===== config.mk =====
export PLATFORM = sky130hd
export DESIGN_NAME = fsq_mul
export DESIGN_NICKNAME = d
export VERILOG_FILES = /design/src/fsq_pkg.sv /design/src/fsq_mul.sv
export SDC_FILE = /design/constraint.sdc
export NUM_CORES = 2
export LEC_CHECK = 0
export BUFFER_PORTS_ARGS = -buffer_cell sky130_fd_sc_hd__buf_2
export CAP_MARGIN = 20
export CELL_PAD_IN_SITES_DETAIL_PLACEMENT = 1
export CELL_PAD_IN_SITES_GLOBAL_PLACEMENT = 1
export CORE_MARGIN = 2
export CORE_UTILIZATION = 50
export DETAILED_ROUTE_END_ITERATION = 7
export PLACE_DENSITY_LB_ADDON = 0.15
export SLEW_MARGIN = 20
export SYNTH_ARGS = -nofsm -noshare
export SYNTH_HDL_FRONTEND = slang
export SYNTH_SLANG_ARGS = --single-unit

===== constraint.sdc =====
create_clock -name clk -period 38.1 [get_ports clk]
set_clock_uncertainty 0.1 [all_clocks]
set_input_delay 7.62 -clock clk [delete_from_list [all_inputs] [get_ports clk]]
set_output_delay 7.62 -clock clk [all_outputs]
set_load 0.005 [all_outputs]

===== src/fsq_pkg.sv =====
package fsq_pkg;

  localparam logic [31:0] GuessMagic  = 32'h5f3759df;
  localparam logic [31:0] OneHalf     = 32'h3F000000;
  localparam logic [31:0] ThreeHalves = 32'h3FC00000;
  localparam logic [31:0] CanonNan    = 32'h7FC00000;
  localparam logic [31:0] InfBits     = 32'h7F800000;

  // cycles from an accepted request to its done strobe
  localparam int Lat = 11;

  // classified multiplier operands and product, passed between stages
  typedef struct packed {
    logic        special;
    logic [31:0] special_val;
    logic        sign;
    logic [9:0]  exp;       // xa + xb, biased twice
    logic [47:0] prod;
  } mul_mid_t;

  // unpacked rounding request: value = sig * 2^(e2), sig nonzero
  typedef struct packed {
    logic        special;
    logic [31:0] special_val;
    logic        sign;
    logic signed [11:0] e2;
    logic [63:0] sig;
  } rnd_req_t;

  function automatic logic is_nan(input logic [31:0] v);
    return v[30:0] > InfBits[30:0];
  endfunction

  // leading-one position of a 64-bit value (0 if none)
  function automatic logic [5:0] lead_one(input logic [63:0] v);
    logic [5:0] p;
    p = '0;
    for (int i = 0; i < 64; i++) begin
      if (v[i]) p = i[5:0];
    end
    return p;
  endfunction

  // normalize and round to single, nearest even
  function automatic logic [31:0] round_pack(input rnd_req_t r);
    logic [5:0]  lz;
    logic [63:0] sig;
    logic signed [12:0] be;
    logic [6:0]  shift;
    logic [63:0] kept;
    logic [63:0] rem;
    logic [63:0] half;
    logic [31:0] bits;
    logic [31:0] s;
    lz = lead_one(r.sig);
    sig = r.sig << (6'd63 - lz);
    // leading one now at bit 63
    be = 13'(r.e2) + 13'(lz) + 13'sd127;
    s = {r.sign, 31'b0};
    if (r.special) return r.special_val;
    if (be >= 13'sd255) return s | InfBits;
    if (be >= 13'sd1) shift = 7'd40;
    else if (be < -13'sd23) return s;
    else shift = 7'(13'sd41 - be);
    kept = sig >> shift;
    rem  = sig & ((64'd1 << shift) - 64'd1);
    half = 64'd1 << (shift - 7'd1);
    if (rem > half || (rem == half && kept[0])) kept = kept + 64'd1;
    if (be <= 13'sd0) bits = kept[31:0];
    else bits = {be[8:0] - 9'd1, 23'b0} + kept[31:0];
    if (bits >= InfBits) return s | InfBits;
    return s | bits;
  endfunction

  // multiplier front end: specials and significand product
  function automatic mul_mid_t mul_front(input logic [31:0] a, input logic [31:0] b);
    mul_mid_t m;
    logic [7:0] ea;
    logic [7:0] eb;
    ea = a[30:23];
    eb = b[30:23];
    m.sign = a[31] ^ b[31];
    m.special = 1'b1;
    m.special_val = {m.sign, 31'b0};
    m.exp = 10'((ea == 0) ? 8'd1 : ea) + 10'((eb == 0) ? 8'd1 : eb);
    m.prod = {24'b0, (ea != 0), a[22:0]} * {24'b0, (eb != 0), b[22:0]};
    if (is_nan(a) || is_nan(b)) m.special_val = CanonNan;
    else if (ea == 8'hFF || eb == 8'hFF) begin
      if (a[30:0] == 0 || b[30:0] == 0) m.special_val = CanonNan;
      else m.special_val = {m.sign, InfBits[30:0]};
    end else if (!(a[30:0] == 0 || b[30:0] == 0)) m.special = 1'b0;
    return m;
  endfunction

  function automatic rnd_req_t mul_req(input mul_mid_t m);
    rnd_req_t r;
    r.special = m.special;
    r.special_val = m.special_val;
    r.sign = m.sign;
    r.e2 = 12'(m.exp) - 12'sd300;
    r.sig = {16'b0, m.prod};
    return r;
  endfunction

  // adder front end: specials, alignment and add/sub
  function automatic rnd_req_t add_req(input logic [31:0] ai, input logic [31:0] bi);
    rnd_req_t r;
    logic [31:0] a;
    logic [31:0] b;
    logic [7:0] xa;
    logic [7:0] xb;
    logic [7:0] diff;
    logic [63:0] aa;
    logic [63:0] bb;
    logic [63:0] bs;
    a = ai;
    b = bi;
    r.special = 1'b1;
    r.sign = 1'b0;
    r.special_val = '0;
    r.e2 = '0;
    r.sig = '0;
    xa = (a[30:23] == 0) ? 8'd1 : a[30:23];
    xb = (b[30:23] == 0) ? 8'd1 : b[30:23];
    if (xb > xa || (xb == xa && b[22:0] > a[22:0])) begin
      a = bi; b = ai;
      xa = (a[30:23] == 0) ? 8'd1 : a[30:23];
      xb = (b[30:23] == 0) ? 8'd1 : b[30:23];
    end
    aa = {26'b0, (a[30:23] != 0), a[22:0], 14'b0} << 24;
    bb = {26'b0, (b[30:23] != 0), b[22:0], 14'b0} << 24;
    diff = xa - xb;
    if (diff >= 8'd63) bs = 64'd1;
    else bs = (bb >> diff) | {63'b0, |(bb & ((64'd1 << diff) - 64'd1))};
    if (is_nan(ai) || is_nan(bi)) r.special_val = CanonNan;
    else if (ai[30:23] == 8'hFF && bi[30:23] == 8'hFF)
      r.special_val = (ai[31] == bi[31]) ? ai : CanonNan;
    else if (ai[30:23] == 8'hFF) r.special_val = ai;
    else if (bi[30:23] == 8'hFF) r.special_val = bi;
    else if (ai[30:0] == 0 && bi[30:0] == 0) r.special_val = {ai[31] & bi[31], 31'b0};
    else if (ai[30:0] == 0) r.special_val = bi;
    else if (bi[30:0] == 0) r.special_val = ai;
    else if (a[31] != b[31] && aa == bs) r.special_val = '0;
    else begin
      r.special = 1'b0;
      r.sign = a[31];
      r.e2 = 12'(xa) - 12'sd188;
      r.sig = (a[31] == b[31]) ? aa + bs : aa - bs;
    end
    return r;
  endfunction

endpackage


===== src/fsq_mul.sv =====
// Two-stage single-precision multiplier: product, then round.
module fsq_mul (
  input  logic        clk,
  input  logic [31:0] a,
  input  logic [31:0] b,
  output logic [31:0] p
);
  fsq_pkg::mul_mid_t mid;

  always_ff @(posedge clk) begin
    mid <= fsq_pkg::mul_front(a, b);
    p   <= fsq_pkg::round_pack(fsq_pkg::mul_req(mid));
  end
endmodule


=== Yosys cells after proc, flatten, opt, wreduce, memory -nomap -nowiden ===
Index checks and enable logic that the tools add are counted.
Widths: inputs -> output; s select.

* Input bits: 65
* Register bits: 123

* Eq/ne operators: 3
* Bitwise gates (word level): 4
* Shifts and indexed selects: 4
* Reductions and logical operators: 13
* Magnitude comparators: 8
* Add/sub/neg operators: 11
* Muxes and demuxes: 84
* $mul: 1

{| class="wikitable"
|+ Operators by type and width
! cell !! count
|-
| $mux 32 || 19
|-
| $mux 6 || 46
|-
| $shl 1x7->64 const A || 2
|-
| $and 64x64->64 || 1
|-
| $eq 64x64->1 || 1
|-
| $gt 64x64->1 || 1
|-
| $shl 48x6->64 || 1
|-
| $shr 64x7->32 || 1
|-
| $sub 64x1->64 const B || 1
|-
| $gt 31x31->1 const B || 2
|-
| $logic_not 31->1 || 2
|-
| $mul 24x24->48 || 1
|-
| $add 32x1->32 const B || 1
|-
| $add 32x32->32 || 1
|-
| $ge 32x31->1 const B || 1
|-
| $or 32x32->32 || 1
|-
| $mux 7 || 4
|-
| $eq 8x8->1 const B || 2
|-
| $logic_not 8->1 || 2
|-
| $mux 8 || 2
|-
| $reduce_bool 8->1 || 2
|-
| $mux 1 || 13
|-
| $add 11x8->12 const B || 1
|-
| $ge 12x2->1 const B || 1
|-
| other kinds (15) || 19
|}

=== Logic depth before layout (Yosys ltp) ===
* Word-level depth: 78
* Gate-level depth with buffers: 70

=== Worst setup path after synthesis ===
OpenSTA, ideal clock, no wires.

* Path kind: input-to-reg
* Start: input b[8]
* End: register mid[47] (netlist bit)
* Cell stages on the path: 32
* Buffers on the path: 2
* Data arrival time: 15.368 ns
* Slack: 22.511 ns
* Cells stage by stage: clkbuf_1 clkbuf_1 nand2_1 fa_1 fa_1 inv_1 fa_1 ha_1 inv_1 fa_1 inv_1 fa_1 fa_1 ha_1 nand3_1 nand2_1 a41o_1 o41ai_1 o211a_1 a21oi_1 a41o_1 o41ai_1 o21ai_0 o31a_1 or4b_2 a31oi_1 o21bai_1 nand3_1 o41ai_1 a21o_1 a21oi_1 xnor2_1

* Cells in the longest elaborated chain, start to end: 1

{| class="wikitable"
|+ Ends and longest elaborated chain
! element !! line !! text
|-
| from (decl) || fsq_mul.sv:5 || <nowiki>input logic [31:0] b,</nowiki>
|-
| $mul 24x24->48 || fsq_pkg.sv:86 || <nowiki>m.prod = {24'b0, (ea != 0), a[22:0]} * {24'b0, (eb != 0), b[22:0]};</nowiki>
|-
| to (signal assigned) || fsq_mul.sv:11 || <nowiki>mid <= fsq_pkg::mul_front(a, b);</nowiki>
|-
| to (decl) || fsq_mul.sv:8 || <nowiki>fsq_pkg::mul_mid_t mid;</nowiki>
|}

Every way passes these cells.
A chain may end at the register's enable or synchronous reset.

=== Worst setup path after layout ===
* Start: input b[6]
* End: register mid[47] (netlist bit)

Same word-level chain as after synthesis.

==> reports/results.tsv <==
stage	metric	value	unit
synth	top cells by area, synth	fa_1 (27%), ha_1 (9.5%), nand2_1 (6.6%)	
routing	DRT iter0 DRCs	5168	
synth	cell count after synthesis	4738	
floorplan	Die X	274	um
synth	share of the synthesized area in the top cell type	0.266	
critical_path	CP arrival	16.67	ns
clock_network	CTS Buffer Depth	2	
clock_network	Post-CTS Setup Inserts	0	
critical_path	kind of critical path	in2reg	
timing	highest clock rate	60.7	MHz
routing	routed via count	38667	
cells_and_area	synth-to-layout area growth	4.04	%
critical_path	reg2reg path depth	69	
clock_network	H-Tree Depth	3	
timing	final setup violation count	0	
run	Max Cap Viol	0	
critical_path	CP most frequent cell	fa_1	
routing	drt via density	6.90	
timing	Worst Max-Slew Pin Slew	1.36	ns
synth	Yosys reg bits	94	
floorplan	Core ar.	72600	um2
critical_path	Reg2Reg Setup Slack	21.62	ns
critical_path	crit-path max cell delay	0.69	ns
synth	yosys warns	0	
critical_path	crit path capture	mid[47]	
global_routing	Total GRT Usage	0.452	
timing	Final period util	0.432	
global_routing	remaining global-route overflow	0	
clock_network	CTS Root Cell	clkbuf_16	
placed_design	pre-CTS setup slack	21.22	ns
synth	leading area contributor after synthesis	fa_1	
clock_network	number of buffers created by CTS	9	
routing	remaining antenna violation count	0	
timing	max_slew headroom	0.0924	
placed_design	hpwl dp	127000	um
run_status	failing checks	DRC	
timing	worst setup margin	21.62	ns
clock_network	post_cts resized	0	
critical_path	CP Launch Point	b[6]	
timing	total negative slack	0	ns
clock_network	clock latency at the later pin of the worst-skew pair	0.40	ns
synth	post-synthesis sequential area ratio	0.0516	
timing	Final Hold Viols	0	
timing	RSZ-0062 raised after global routing	false	
run_status	status	finished, violations left	
timing	final hold slack	0.374	ns
floorplan	full die area	75200	um2
synth	Main synth FF type	dfxtp_1	
synth	Post-synth EDFFs	0	
placed_design	Final Wtd Congestion	1.14	
routing	TritonRoute pass-1 iters	8	
placed_design	Placed Area	37500	um2
cells_and_area	post-route cell area	38000	um2
timing	crit path time final	16.48	ns
floorplan	num rows	99	
critical_path	Worst EP required	38.29	ns
critical_path	r2r endpoint	p[0]	
synth	Yosys cell types	132	
clock_network	number of buffers inserted by hold repair at cts	0	
global_routing	vias in the first global route	39780	
critical_path	Startpoint Class	input pin	
clock_network	CTS tree	yes	
global_routing	first-pass GRT wire length	254000	um
routing	Total Wirelength	169000	um
global_routing	largest net degree at the start of global routing	72	
critical_path	worst r2r src	mid[36]	
clock_network	clk sinks	94	
global_routing	initial antenna violation count	12	
synth	fraction of registers with async set/reset	0	
timing	Slew Limit Fails	0	
floorplan	I/O Pins	97	
routing	DRC Markers	12	
floorplan	initial core utilization	0.503	
clock_network	Clock Pin Slew Worst Setup and Hold Paths	0.08	ns
synth	Avg Cell Area, Syn	7.70	um2
critical_path	Max FO, Critical Path	25	
synth	Post-Syn Area	36500	um2
cells_and_area	layout cell share with drive strength beyond 1	0.0751	
cells_and_area	Final #Nets	5453	
critical_path	critical path's slowest cell	o41ai_1	
min_path	min-delay src	mid[58]	
critical_path	Critical Path End Type	register	
placed_design	port bufs	96	
floorplan	Die H	274	um
min_path	min-delay worst type	reg2reg	
routing	Wirelength per Cell	30.1	um
## worst max-delay path, delay by kind of cell
kind            cells  cell delay [ns]
fa+ha+maj           8             3.46
compound gates     13             3.69
simple gates        5             1.14
buf+inv             4             0.67
xor+xnor            1             0.10
## kinds of logic after synthesis
kind of cell | Yosys count | synth area share
simple gates | 1780 | 0.241
compound gates | 1055 | 0.205
buf+inv | 876 | 0.0962
fa+ha+maj | 762 | 0.361
xor+xnor | 107 | 0.0257
flops | 94 | 0.0516
mux | 62 | 0.0194
other cells | 2 | 0.000206
## synth_stat cells, drive strengths merged (70+ instances only)
master    n
buf      86
clkbuf  233
dfxtp    94
inv     554
xnor2    70
nor3    120
o21ai   186
nor2    291
a21oi   206
ha      277
nand2   642
nand3   157
fa      485
o211ai   75
and2    296
## registers in the layout (all words and copies together) (netlist names)
| name | flops |
|---|---|
| p | 32 |
| mid | 62 |
## worst min path at each step
stage / endpoint / slack, ns / depth (start not counted)
6_report: p[31] / 0.37 / 1
2_1_floorplan: p[22] / 0.31 / 2
3_3_place_gp: p[31] / 0.34 / 1
4_1_cts: p[31] / 0.38 / 1
3_5_place_dp: p[31] / 0.37 / 1
5_1_grt: p[31] / 0.39 / 1
## metal layers
layer,track usage,wire length (um)
met2,0.691,74000
met3,0.162,19100
met4,0.307,14500
met5,0.000642,55
met1,0.530,61200
## cells in the final DEF, fill, tap and decap left out, drive strengths merged, types with 23 or more instances in the layout
master,synthesis,final
nand3,157,157
o22ai,39,39
inv,554,555
a21oi,206,206
nand2b,26,26
a221oi,40,40
nor3,120,120
ha,277,277
a21o,38,38
nand2,642,642
nor4,48,48
xor2,37,37
a211oi,55,55
dfxtp,94,94
xnor2,70,70
o31ai,23,23
o211ai,75,75
nor2b,26,26
o21a,23,23
and2,296,296
o21ai,186,186
buf,86,182
a31oi,44,44
and3,29,29
a22oi,58,58
mux2i,40,40
o2111ai,23,23
nand4,62,62
fa,485,485
nor2,291,291
## cell type report
| cell class | count | area, um2 |
|---|---|---|
| Tap cell | 959 | 1200 |
| Multi-Input combinational cell | 3782 | 31300 |
| Sequential cell | 94 | 1880 |
| Fill cell | 9116 | 34600 |
| Inverter | 557 | 2100 |
| Clock buffer | 10 | 229 |
| Clock inverter | 6 | 95.1 |
| Timing Repair Buffer | 182 | 1140 |
| Antenna cell | 10 | 25.0 |
## through the flow
step            util  std cells
4_1_cts        0.521       5585
2_1_floorplan      -       4752
3_5_place_dp   0.517       5569
5_1_grt        0.523       5590
6_report       0.523       5600
3_3_place_gp   0.516       5569
Power is not shown: default switching activity piles up to over one toggle a cycle in this logic, so the estimate is an artifact.
